===== config.mk =====
export PLATFORM = sky130hd
export DESIGN_NAME = polyline_rect_clipper
export DESIGN_NICKNAME = d
export VERILOG_FILES = /design/src/rtl/core/pcr_pkg.sv /design/src/rtl/core/polyline_rect_clipper.sv /design/src/rtl/core/pcr_muldiv.sv /design/src/rtl/core/pcr_datapath.sv /design/src/rtl/core/pcr_ctrl.sv
export VERILOG_INCLUDE_DIRS = /design/src /design/src/rtl/core
export SDC_FILE = /design/constraint.sdc
export NUM_CORES = 2
export LEC_CHECK = 0
export ABC_CLOCK_PERIOD_IN_PS = 13050
export BUFFER_PORTS_ARGS = -buffer_cell sky130_fd_sc_hd__buf_2
export CAP_MARGIN = 20
export CORE_MARGIN = 4
export CORE_UTILIZATION = 45
export CTS_BUF_LIST = sky130_fd_sc_hd__clkbuf_16
export CTS_CLUSTER_SIZE = 28
export DETAILED_ROUTE_END_ITERATION = 8
export GPL_TIMING_DRIVEN = 0
export HOLD_SLACK_MARGIN = 0.08
export PLACE_DENSITY = 0.64
export REMOVE_ABC_BUFFERS = 1
export SLEW_MARGIN = 20
export SYNTH_ARGS = -nofsm -noshare
export SYNTH_HDL_FRONTEND = slang
export SYNTH_SLANG_ARGS = --single-unit

===== constraint.sdc =====
create_clock -name i_clk -period 13.05 [get_ports i_clk]
set_input_delay 1.305 -clock i_clk [delete_from_list [all_inputs] [get_ports i_clk]]
set_output_delay 1.305 -clock i_clk [all_outputs]
set_load 0.1 [all_outputs]

===== src/rtl/core/polyline_rect_clipper_defines.svh =====
// Assertion macros used by the polyline_rect_clipper datapath.
// Depends on nothing; the using module must have i_clk and i_rst_n.
`ifndef POLYLINE_RECT_CLIPPER_DEFINES_SVH
`define POLYLINE_RECT_CLIPPER_DEFINES_SVH

// Same-cycle implication, checked out of reset.
`define PCR_AST_IMP(lbl, ante, cons, msg) \
    lbl: assert property (@(posedge i_clk) disable iff (!i_rst_n) (ante) |-> (cons)) \
        else $error(msg);

// Next-cycle implication, checked out of reset.
`define PCR_AST_NXT(lbl, ante, cons, msg) \
    lbl: assert property (@(posedge i_clk) disable iff (!i_rst_n) (ante) |=> (cons)) \
        else $error(msg);

`endif


===== src/rtl/core/pcr_pkg.sv =====
// Shared types and constants of the polyline rectangle clipper.
// Depends on nothing; every RTL module of the block imports it.
package pcr_pkg;

    localparam int CB    = 32;          // coordinate bits
    localparam int DW    = CB + 1;      // coordinate difference bits
    localparam int PW    = 2 * DW;      // product bits
    localparam int MAXO  = 16;          // result buffer depth per stage
    localparam int IW    = $clog2(MAXO);
    localparam int CW    = IW + 1;      // counts up to MAXO

    localparam logic [1:0] PC_EMPTY = 2'd0;
    localparam logic [1:0] PC_HELD  = 2'd1;
    localparam logic [1:0] PC_EMIT  = 2'd2;

    typedef enum logic [1:0] {EDGE_S, EDGE_E, EDGE_N, EDGE_W} t_edge;

    typedef enum logic [1:0] {CFG_X_MIN, CFG_Y_MIN, CFG_X_MAX, CFG_Y_MAX} t_cfg_idx;

    typedef struct packed {
        logic signed [CB-1:0] pt_x;
        logic signed [CB-1:0] pt_y;
        logic                 polyline_end;
    } t_in;

    typedef struct packed {
        logic signed [CB-1:0] out_x;
        logic signed [CB-1:0] out_y;
        logic                 piece_end;
        logic                 run_last;
    } t_out;

    typedef struct packed {
        logic signed [CB-1:0] x;
        logic signed [CB-1:0] y;
        logic                 last;
    } t_vtx;

    typedef enum logic [3:0] {
        ST_IDLE, ST_LOAD, ST_EVAL, ST_DIV, ST_PUTX, ST_PUTP,
        ST_CLOSE, ST_FIN, ST_ORD, ST_OSHOW
    } t_state;

    typedef enum logic [1:0] {MD_IDLE, MD_MUL, MD_DIV} t_md_phase;

    typedef struct packed {
        logic load_in;
        logic rd;
        logic div_go;
        logic put;
        logic put_sel_p;
        logic close;
        logic fin;
        logic out_adv;
    } t_cmd;

    typedef struct packed {
        logic ins;
        logic need_x;
        logic held_one;
        logic div_done;
        logic last_item;
        logic last_stage;
        logic next_empty;
        logic out_last;
    } t_sts;

endpackage


===== src/rtl/core/polyline_rect_clipper.sv =====
// Top level of the polyline rectangle clipper.
// Depends on pcr_pkg, pcr_ctrl and pcr_datapath.
//
// Usage: vertices enter on the input channel (i_in_valid / o_in_stall) as
// t_in items; a transfer happens on a rising edge with valid high and stall
// low. Clipped vertices leave on the output channel (o_out_valid /
// i_out_stall) as t_out items. The window is set through the plain write
// port (i_cfg_we, i_cfg_idx, i_cfg_data) while the block is idle.
// One vertex is worked on at a time; o_in_stall is high during reset and
// from the transfer until its work ends and any last result has been taken.
// Order of work: the edge stages S, E, N, W run in turn over the vertices
// in their buffers. A stage loads a vertex, evaluates it, puts any points
// and finishes it; an edge crossing adds a divider run (shift-add
// multiply steps, divide steps and a handover) and further put and close
// steps. Each result is read from the buffer and then shown on the output.
// Reset clears the window to zero, marks every edge stage inside with no
// point seen and no piece open, and empties the output.
// When the receiver stalls, the current result holds steady on the output
// and the block waits; no state advances until the transfer completes.
module polyline_rect_clipper import pcr_pkg::*; (
    input  logic          i_clk,
    input  logic          i_rst_n,
    input  logic          i_in_valid,
    output logic          o_in_stall,
    input  t_in           i_in_data,
    output logic          o_out_valid,
    input  logic          i_out_stall,
    output t_out          o_out_data,
    input  logic          i_cfg_we,
    input  logic [1:0]    i_cfg_idx,
    input  logic [CB-1:0] i_cfg_data
);

    // Commands from the sequencer and status back from the datapath.
    t_cmd cmd;
    t_sts sts;

    pcr_ctrl u_ctrl (
        .i_clk       (i_clk),
        .i_rst_n     (i_rst_n),
        .i_in_valid  (i_in_valid),
        .o_in_stall  (o_in_stall),
        .o_out_valid (o_out_valid),
        .i_out_stall (i_out_stall),
        .i_sts       (sts),
        .o_cmd       (cmd)
    );

    pcr_datapath u_dp (
        .i_clk      (i_clk),
        .i_rst_n    (i_rst_n),
        .i_in       (i_in_data),
        .i_cfg_we   (i_cfg_we),
        .i_cfg_idx  (i_cfg_idx),
        .i_cfg_data (i_cfg_data),
        .i_cmd      (cmd),
        .o_sts      (sts),
        .o_out      (o_out_data)
    );

endmodule


===== src/rtl/core/pcr_muldiv.sv =====
// Sequential signed trunc(a*b/d): shift-add multiply, then restoring divide.
// Depends on pcr_pkg.
module pcr_muldiv import pcr_pkg::*; (
    input  logic                 i_clk,
    input  logic                 i_rst_n,
    input  logic                 i_start,
    input  logic signed [DW-1:0] i_a,
    input  logic signed [DW-1:0] i_b,
    input  logic signed [DW-1:0] i_d,
    output logic                 o_done,
    output logic signed [DW-1:0] o_q
);

    localparam int KW = $clog2(PW + 1);

    t_md_phase        r_phase, n_phase;
    logic [KW-1:0]    r_k;
    logic             r_done;
    logic             r_neg;
    logic             r_dz;
    logic [PW-1:0]    r_acc;
    logic [PW-1:0]    r_mc;
    logic [DW-1:0]    r_mp;
    logic [DW-1:0]    r_ud;
    logic [DW-1:0]    r_rem;
    logic [DW-1:0]    r_qt;
    logic signed [DW-1:0] r_q;

    logic [DW:0]      trial;
    logic             fits;
    logic [DW-1:0]    n_rem;
    logic [DW-1:0]    n_qt;

    always_comb begin
        trial = {r_rem, r_acc[PW-1]};
        fits  = trial >= {1'b0, r_ud};
        n_rem = fits ? DW'(trial - {1'b0, r_ud}) : trial[DW-1:0];
        n_qt  = {r_qt[DW-2:0], fits};
    end

    always_comb begin
        n_phase = r_phase;
        unique case (r_phase)
            MD_IDLE: begin
                if (i_start) begin
                    n_phase = MD_MUL;
                end
            end
            MD_MUL: begin
                if (r_k == KW'(DW - 1)) begin
                    n_phase = MD_DIV;
                end
            end
            MD_DIV: begin
                if (r_k == KW'(PW - 1)) begin
                    n_phase = MD_IDLE;
                end
            end
            default: n_phase = MD_IDLE;
        endcase
    end

    // The step counter restarts at every phase change.
    always_ff @(posedge i_clk) begin
        if (!i_rst_n) begin
            r_phase <= MD_IDLE;
            r_k     <= '0;
            r_done  <= 1'b0;
        end else begin
            r_phase <= n_phase;
            r_done  <= (r_phase == MD_DIV) && (r_k == KW'(PW - 1));
            r_k     <= (n_phase != r_phase || r_phase == MD_IDLE) ? '0 : KW'(r_k + 1'b1);
        end
    end

    always_ff @(posedge i_clk) begin
        unique case (r_phase)
            MD_IDLE: begin
                r_acc <= '0;
                r_mc  <= PW'(i_a[DW-1] ? DW'(-i_a) : DW'(i_a));
                r_mp  <= i_b[DW-1] ? DW'(-i_b) : DW'(i_b);
                r_ud  <= i_d[DW-1] ? DW'(-i_d) : DW'(i_d);
                r_neg <= i_a[DW-1] ^ i_b[DW-1] ^ i_d[DW-1];
                r_dz  <= i_d == '0;
                r_rem <= '0;
                r_qt  <= '0;
            end
            MD_MUL: begin
                if (r_mp[0]) begin
                    r_acc <= r_acc + r_mc;
                end
                r_mc <= {r_mc[PW-2:0], 1'b0};
                r_mp <= {1'b0, r_mp[DW-1:1]};
            end
            MD_DIV: begin
                r_acc <= {r_acc[PW-2:0], 1'b0};
                r_rem <= n_rem;
                r_qt  <= n_qt;
                if (r_k == KW'(PW - 1)) begin
                    r_q <= r_dz ? '0 : (r_neg ? DW'(-n_qt) : DW'(n_qt));
                end
            end
            default: ;
        endcase
    end

    assign o_done = r_done;
    assign o_q    = r_q;

endmodule


===== src/rtl/core/pcr_datapath.sv =====
// Clipper datapath: window registers, per-edge state, stage buffers and divider.
// Depends on pcr_pkg, pcr_muldiv and the assertion macros header.
`include "polyline_rect_clipper_defines.svh"
module pcr_datapath import pcr_pkg::*; (
    input  logic          i_clk,
    input  logic          i_rst_n,
    input  t_in           i_in,
    input  logic          i_cfg_we,
    input  logic [1:0]    i_cfg_idx,
    input  logic [CB-1:0] i_cfg_data,
    input  t_cmd          i_cmd,
    output t_sts          o_sts,
    output t_out          o_out
);

    function automatic logic signed [DW-1:0] sx(input logic signed [CB-1:0] v);
        return {v[CB-1], v};
    endfunction

    logic signed [CB-1:0] r_xmin, r_ymin, r_xmax, r_ymax;
    logic [3:0]           r_inside;
    logic [3:0]           r_seen;
    logic [1:0]           r_cnt   [4];
    logic signed [CB-1:0] r_prevx [4];
    logic signed [CB-1:0] r_prevy [4];
    logic signed [CB-1:0] r_heldx [4];
    logic signed [CB-1:0] r_heldy [4];
    t_edge                r_s;
    logic [CW-1:0]        r_i, r_n, r_m;
    logic                 r_bank;
    logic signed [CB-1:0] r_bufx [2*MAXO];
    logic signed [CB-1:0] r_bufy [2*MAXO];
    logic [2*MAXO-1:0]    r_bend;
    t_vtx                 r_p;
    t_out                 r_out;

    logic signed [DW-1:0] win_a, side_b;
    logic                 ins;
    logic signed [CB-1:0] e_val, base;
    logic signed [DW-1:0] md_a, md_b, md_d;
    logic signed [DW-1:0] q;
    logic                 div_done;
    logic signed [CB-1:0] sum;
    t_vtx                 cross_v, p_v, put_v, push_v;
    logic                 push_en, close_en, room, out_last, last_item;
    logic [1:0]           cur_cnt;
    logic [IW:0]          ra, wa, ca;
    logic [CW-1:0]        m_dec;

    assign cur_cnt = r_cnt[r_s];

    // Inside test: sign of the edge vector against the point's offset.
    always_comb begin
        win_a  = (r_s == EDGE_S || r_s == EDGE_N) ? DW'(sx(r_xmax) - sx(r_xmin))
                                                  : DW'(sx(r_ymax) - sx(r_ymin));
        unique case (r_s)
            EDGE_S: side_b = DW'(sx(r_p.y) - sx(r_ymin));
            EDGE_E: side_b = DW'(sx(r_xmax) - sx(r_p.x));
            EDGE_N: side_b = DW'(sx(r_ymax) - sx(r_p.y));
            default: side_b = DW'(sx(r_p.x) - sx(r_xmin));
        endcase
        ins = (win_a == '0) || (side_b == '0) || (win_a[DW-1] == side_b[DW-1]);
    end

    // Crossing operands and the resulting point.
    always_comb begin
        unique case (r_s)
            EDGE_S: e_val = r_ymin;
            EDGE_E: e_val = r_xmax;
            EDGE_N: e_val = r_ymax;
            default: e_val = r_xmin;
        endcase
        if (r_s == EDGE_S || r_s == EDGE_N) begin
            md_a = DW'(sx(e_val) - sx(r_prevy[r_s]));
            md_b = DW'(sx(r_p.x) - sx(r_prevx[r_s]));
            md_d = DW'(sx(r_p.y) - sx(r_prevy[r_s]));
            base = r_prevx[r_s];
        end else begin
            md_a = DW'(sx(e_val) - sx(r_prevx[r_s]));
            md_b = DW'(sx(r_p.y) - sx(r_prevy[r_s]));
            md_d = DW'(sx(r_p.x) - sx(r_prevx[r_s]));
            base = r_prevy[r_s];
        end
        sum = base + q[CB-1:0];
        if (r_s == EDGE_S || r_s == EDGE_N) begin
            cross_v = '{x: sum, y: e_val, last: 1'b0};
        end else begin
            cross_v = '{x: e_val, y: sum, last: 1'b0};
        end
    end

    pcr_muldiv u_muldiv (
        .i_clk   (i_clk),
        .i_rst_n (i_rst_n),
        .i_start (i_cmd.div_go),
        .i_a     (md_a),
        .i_b     (md_b),
        .i_d     (md_d),
        .o_done  (div_done),
        .o_q     (q)
    );

    // Piece bookkeeping: the first point of a piece is held back.
    always_comb begin
        p_v     = '{x: r_p.x, y: r_p.y, last: 1'b0};
        put_v   = i_cmd.put_sel_p ? p_v : cross_v;
        push_v  = put_v;
        push_en = 1'b0;
        if (i_cmd.put) begin
            unique case (cur_cnt)
                PC_EMPTY: push_en = 1'b0;
                PC_HELD: begin
                    push_en = 1'b1;
                    push_v  = '{x: r_heldx[r_s], y: r_heldy[r_s], last: 1'b0};
                end
                default: push_en = 1'b1;
            endcase
        end
        close_en  = i_cmd.close || (i_cmd.fin && r_p.last);
        room      = r_m < CW'(MAXO);
        m_dec     = r_m - 1'b1;
        ra        = {r_bank, r_i[IW-1:0]};
        wa        = {~r_bank, r_m[IW-1:0]};
        ca        = {~r_bank, m_dec[IW-1:0]};
        last_item = r_i == r_n - 1'b1;
        out_last  = last_item;
    end

    always_ff @(posedge i_clk) begin
        if (i_cmd.load_in) begin
            r_bufx[{r_bank, IW'(0)}] <= i_in.pt_x;
            r_bufy[{r_bank, IW'(0)}] <= i_in.pt_y;
            r_bend[{r_bank, IW'(0)}] <= i_in.polyline_end;
        end
        if (push_en && room) begin
            r_bufx[wa] <= push_v.x;
            r_bufy[wa] <= push_v.y;
            r_bend[wa] <= 1'b0;
        end
        if (close_en && cur_cnt == PC_EMIT && r_m != '0) begin
            r_bend[ca] <= 1'b1;
        end
        if (i_cmd.put && cur_cnt == PC_EMPTY) begin
            r_heldx[r_s] <= put_v.x;
            r_heldy[r_s] <= put_v.y;
        end
        if (i_cmd.rd) begin
            r_p   <= '{x: r_bufx[ra], y: r_bufy[ra], last: r_bend[ra]};
            r_out <= '{out_x: r_bufx[ra], out_y: r_bufy[ra], piece_end: r_bend[ra],
                       run_last: out_last};
        end
    end

    always_ff @(posedge i_clk) begin
        if (!i_rst_n) begin
            r_xmin   <= '0;
            r_ymin   <= '0;
            r_xmax   <= '0;
            r_ymax   <= '0;
            r_inside <= '1;
            r_seen   <= '0;
            for (int k = 0; k < 4; k++) begin
                r_cnt[k]   <= PC_EMPTY;
                r_prevx[k] <= '0;
                r_prevy[k] <= '0;
            end
            r_s    <= EDGE_S;
            r_i    <= '0;
            r_n    <= '0;
            r_m    <= '0;
            r_bank <= 1'b0;
        end else begin
            if (i_cfg_we) begin
                unique case (t_cfg_idx'(i_cfg_idx))
                    CFG_X_MIN: r_xmin <= i_cfg_data;
                    CFG_Y_MIN: r_ymin <= i_cfg_data;
                    CFG_X_MAX: r_xmax <= i_cfg_data;
                    CFG_Y_MAX: r_ymax <= i_cfg_data;
                    default: ;
                endcase
            end
            if (i_cmd.load_in) begin
                r_n <= CW'(1);
                r_m <= '0;
                r_i <= '0;
                r_s <= EDGE_S;
            end
            if (push_en && room) begin
                r_m <= r_m + 1'b1;
            end
            if (i_cmd.put) begin
                unique case (cur_cnt)
                    PC_EMPTY: r_cnt[r_s] <= PC_HELD;
                    PC_HELD:  r_cnt[r_s] <= PC_EMIT;
                    default:  r_cnt[r_s] <= cur_cnt;
                endcase
            end
            if (close_en) begin
                r_cnt[r_s] <= PC_EMPTY;
            end
            if (i_cmd.fin) begin
                r_prevx[r_s]  <= r_p.x;
                r_prevy[r_s]  <= r_p.y;
                r_inside[r_s] <= r_p.last | ins;
                r_seen[r_s]   <= ~r_p.last;
                if (last_item) begin
                    r_bank <= ~r_bank;
                    r_n    <= r_m;
                    r_m    <= '0;
                    r_i    <= '0;
                    r_s    <= t_edge'(r_s + 1'b1);
                end else begin
                    r_i <= r_i + 1'b1;
                end
            end
            if (i_cmd.out_adv) begin
                r_i <= r_i + 1'b1;
            end
        end
    end

    always_comb begin
        o_sts.ins        = ins;
        o_sts.need_x     = r_seen[r_s] && (ins ? !r_inside[r_s] : r_inside[r_s]);
        o_sts.held_one   = cur_cnt == PC_HELD;
        o_sts.div_done   = div_done;
        o_sts.last_item  = last_item;
        o_sts.last_stage = r_s == EDGE_W;
        o_sts.next_empty = r_m == '0;
        o_sts.out_last   = out_last;
    end

    assign o_out = r_out;

    `PCR_AST_IMP(a_cnt_code, 1'b1, cur_cnt != 2'd3, "piece count holds an unused code")
    `PCR_AST_IMP(a_fill_bound, 1'b1, r_m <= CW'(MAXO) && r_n <= CW'(MAXO), "buffer count overrun")
    `PCR_AST_NXT(a_div_latency, i_cmd.div_go, !div_done, "divider finished right after start")
    `PCR_AST_NXT(a_load_one, i_cmd.load_in, r_n == CW'(1) && r_s == EDGE_S, "bad load of input")

endmodule


===== src/rtl/core/pcr_ctrl.sv =====
// Clipper controller: sequences each vertex through edge stages S to W.
// Depends on pcr_pkg.
module pcr_ctrl import pcr_pkg::*; (
    input  logic i_clk,
    input  logic i_rst_n,
    input  logic i_in_valid,
    output logic o_in_stall,
    output logic o_out_valid,
    input  logic i_out_stall,
    input  t_sts i_sts,
    output t_cmd o_cmd
);

    t_state r_state, n_state;

    always_ff @(posedge i_clk) begin
        if (!i_rst_n) begin
            r_state <= ST_IDLE;
        end else begin
            r_state <= n_state;
        end
    end

    always_comb begin
        n_state     = r_state;
        o_cmd       = '0;
        o_in_stall  = (r_state != ST_IDLE) || !i_rst_n;
        o_out_valid = r_state == ST_OSHOW;
        unique case (r_state)
            ST_IDLE: begin
                if (i_in_valid && i_rst_n) begin
                    o_cmd.load_in = 1'b1;
                    n_state       = ST_LOAD;
                end
            end
            ST_LOAD: begin
                o_cmd.rd = 1'b1;
                n_state  = ST_EVAL;
            end
            ST_EVAL: begin
                priority if (i_sts.need_x) begin
                    o_cmd.div_go = 1'b1;
                    n_state      = ST_DIV;
                end else if (i_sts.ins) begin
                    n_state = ST_PUTP;
                end else begin
                    n_state = ST_FIN;
                end
            end
            ST_DIV: begin
                if (i_sts.div_done) begin
                    n_state = ST_PUTX;
                end
            end
            ST_PUTX: begin
                o_cmd.put = 1'b1;
                if (!i_sts.held_one) begin
                    n_state = i_sts.ins ? ST_PUTP : ST_CLOSE;
                end
            end
            ST_PUTP: begin
                o_cmd.put       = 1'b1;
                o_cmd.put_sel_p = 1'b1;
                if (!i_sts.held_one) begin
                    n_state = ST_FIN;
                end
            end
            ST_CLOSE: begin
                o_cmd.close = 1'b1;
                n_state     = ST_FIN;
            end
            ST_FIN: begin
                o_cmd.fin = 1'b1;
                priority if (!i_sts.last_item) begin
                    n_state = ST_LOAD;
                end else if (i_sts.next_empty) begin
                    n_state = ST_IDLE;
                end else if (i_sts.last_stage) begin
                    n_state = ST_ORD;
                end else begin
                    n_state = ST_LOAD;
                end
            end
            ST_ORD: begin
                o_cmd.rd = 1'b1;
                n_state  = ST_OSHOW;
            end
            ST_OSHOW: begin
                if (!i_out_stall) begin
                    o_cmd.out_adv = 1'b1;
                    n_state       = i_sts.out_last ? ST_IDLE : ST_ORD;
                end
            end
            default: n_state = ST_IDLE;
        endcase
    end

endmodule


==> results.md <==
* Setup violators final at 0
* Status: finished clean
* H-tree depth at 5
* Num ports at 172
* Final Util at 52.4%
* Initial Util at 45.2%
* Clock sink count at 3,130
* Clock Skew at 45.7 ps
* Final Cell Area at 175,000 um2
* Area fraction of the dominant cell type after synthesis at 58.2%
* Ys Warns at 0
* Cell count after placement at 15,100
* Period utilization at 68.1%
* Total number of vias at 100,000
* Area growth syn-to-layout at 15.9%
* Maxcap violations at 0
* Min-delay src: u_dp.r_bend[12]
* Worst r2r src: u_dp.r_s[0]
* Fillers at 26,600
* Power Density at 147 nW/um2
* Final ANT Viol Nets at 0
* Crit. End Element: flip-flop
* Share of layout cells above drive strength 1 at 19.6%
* Peak VDD IR at 0.118 mV
* Layout Cells excl Fill at 15,700
* Fmax at 0.113 GHz
* Clock Latency Late Sink at 950 ps
* Startpoint types: flip-flop
* Syn avg cell area at 14.1 um2
* Flop2flop setup slack at 4170 ps
* Hold EP: u_dp.r_bend[12]
* Power, Total at 25.8 mW
* Vias per inst at 6.35
* Final WL at 497,000 um
* CORE AREA at 334,000 um2
* Drt first-iter violations at 12,500
* Final TNS setup at 0 ps
* Normalized max-slew margin at 11.0%
* Placer Congestion at 0.995
* Detailed-route wire length per cell at 31.5 um
* Top-count cell post-synth: edfxtp_1
* Unique masters post-synth at 99
* Final Hold Slack at 459 ps
* First-pass GRT wire length at 704,000 um
* Nets at 11,600
* Area leader, netlist: edfxtp_1
* Die Span Y at 587 um
* Initial antenna violation count at 52
* Mapped cell area at 151,000 um2
* CTS hold repair buffers at 0
* Critical Path RT at 13,790 ps
* R2r endpoint: u_dp.r_bufx[13][31]
* Post-Syn Instances at 10,700
* DRC Markers at 0
* Clock-pin slew on the worst setup and hold paths at 60 ps
* Post-synth EDFFs at 2,930
* Actual slew at the worst max-slew pin at 1300 ps
* Largest net degree at the start of global routing at 126
* Clock Path Buffers at 4
* Fin worst setup slack at 4170 ps
* Crit path max fanout at 32
* Final hold vios at 0
* GRT Resource Usage Total at 28.0%
* P_leak at 60.4 nW
* CP arrival at 9620 ps
* Vias in the first global route at 97,400
* Placed Area at 164,000 um2
* Most used flip-flop cell after synthesis: edfxtp_1
* Grt ovf at 0
* Worst reg2reg path depth at 25
* Hpwl dp at 360,000 um
* Sequential element share of the synthesized area at 60.9%
* RSZ-0062 raised after global routing: false
* CTS tree: done
* Detailed-router iteration count before antenna repair at 6
* Die area at 345,000 um2
* Min Tclk post-route at 8880 ps
* Row Count at 212
* Post-synth ARST share at 0%
* Setup Fix Bufs, Post-CTS at 0
* CTS root buf: clkbuf_16
* Kind of critical path: flip-flop to flip-flop
* Worst Hold Path Cells at 2
* Die width at 587 um
* TritonCTS Buffers at 330
* # resized after CTS at 0
* Register bit count reported by yosys at 3,130
* Type of the tightest min-delay check: flip-flop to flip-flop
* Dpl ws at 4400 ps
* IO Port Bufs at 171
* Post-synth top cells: edfxtp_1, nand2_1, mux4_2
* Synth area leaders: edfxtp_1, mux4_2, ha_1
* Fin. max-slew vios at 0
## placed cells by master (no fill, tap or decap), types with 77 or more instances in the layout
cell,n
a21boi_0,172
a21o_1,171
a21oi_1,473
a31oi_1,97
and2_1,82
and3_1,183
buf_12,156
buf_16,111
buf_2,172
clkbuf_16,337
dfxtp_1,193
edfxtp_1,2930
ha_1,434
inv_1,442
mux2_2,106
mux2i_1,103
mux4_2,782
nand2_1,1038
nand2b_1,80
nand3_1,159
nand4_1,77
nor2_1,522
nor2b_1,111
nor3_1,164
o21ai_0,416
xnor2_1,245
xor2_1,192
## layout make-up
cell class	count	area, um2	area share (%)
Sequential cell	3130	92000	52.6
Multi-Input combinational cell	6607	56400	32.3
Timing Repair Buffer	592	8620	4.92
Clock buffer	337	8430	4.82
Tap cell	4387	5490	3.14
Clock inverter	265	2420	1.38
Inverter	400	1500	0.858
Antenna cell	25	62.6	0.0358
## critical path: stages, from the launching register on
cell      delay, ps
dfxtp_4         490
buf_16          270
buf_16          300
inv_1           220
ha_4            340
buf_16          230
nor2_4          400
buf_12          250
buf_12          220
buf_12          210
o21ai_0         140
ha_1            390
a211oi_1        290
nand2_1         120
a211oi_1        550
o211ai_1        340
a221oi_1        630
o21ai_0         280
o31a_1          340
a21bo_2         250
o41ai_1         360
a31oi_1         250
a21oi_1         780
nand2_1         150
a21oi_2         430
buf_6           260
## power by group
group / internal (mW) / switching (mW)
logic: 1.66 / 2.87
clock network: 5.39 / 4.07
registers: 11.4 / 0.442
total: 18.4 / 7.39
## worst max path at each step
stage / from / slack (ps) / end
6_report: u_dp.r_s[0] / 4170 / u_dp.r_bufx[13][31]
5_1_grt: u_dp.r_s[0] / 3880 / u_dp.r_bufx[10][30]
4_1_cts: u_dp.r_s[0] / 4370 / u_dp.r_bufx[9][30]
3_5_place_dp: u_dp.r_s[0] / 4400 / u_dp.r_bufx[13][30]
3_3_place_gp: u_dp.r_s[0] / -27950 / u_dp.r_bufy[3][9]
2_1_floorplan: u_dp.r_i[0] / -9870 / u_dp.p_v[14]
## cells by family (layout without fill, tap and decap cells)
group	Yosys count	after routing	synth area share (%)
buf+inv	958	1594	2.42
xor+xnor	438	438	2.55
fa+ha+maj	453	453	3.81
simple gates	2692	2692	8.38
mux	1003	1003	13.2
flops	3130	3130	60.9
other cells	0	25	0
compound gates	2021	2021	8.73
## state kept, by name (all words and copies together) (netlist names), 8 cells and up
register             cells
u_dp.p_v                64
u_dp.r_bend             32
u_dp.r_bufx           1024
u_dp.r_bufy           1024
u_dp.r_cnt               8
u_dp.r_heldx           128
u_dp.r_heldy           128
u_dp.r_prevx           128
u_dp.r_prevy           128
u_dp.r_xmax             32
u_dp.r_xmin             32
u_dp.r_ymax             32
u_dp.r_ymin             32
u_dp.u_muldiv.o_q       32
u_dp.u_muldiv.r_acc     66
u_dp.u_muldiv.r_mc      66
u_dp.u_muldiv.r_mp      33
u_dp.u_muldiv.r_qt      31
u_dp.u_muldiv.r_rem     33
u_dp.u_muldiv.r_ud      33
## per-layer routing
metal	GRT usage [%]	routed length, um	vias up
li1	-	-	42300
met1	38.3	196000	51500
met2	44.0	230000	5317
met3	5.29	46100	864
met4	12.2	25000	20
met5	0	137	-
No activity file was read; power rests on OpenSTA's default activity.
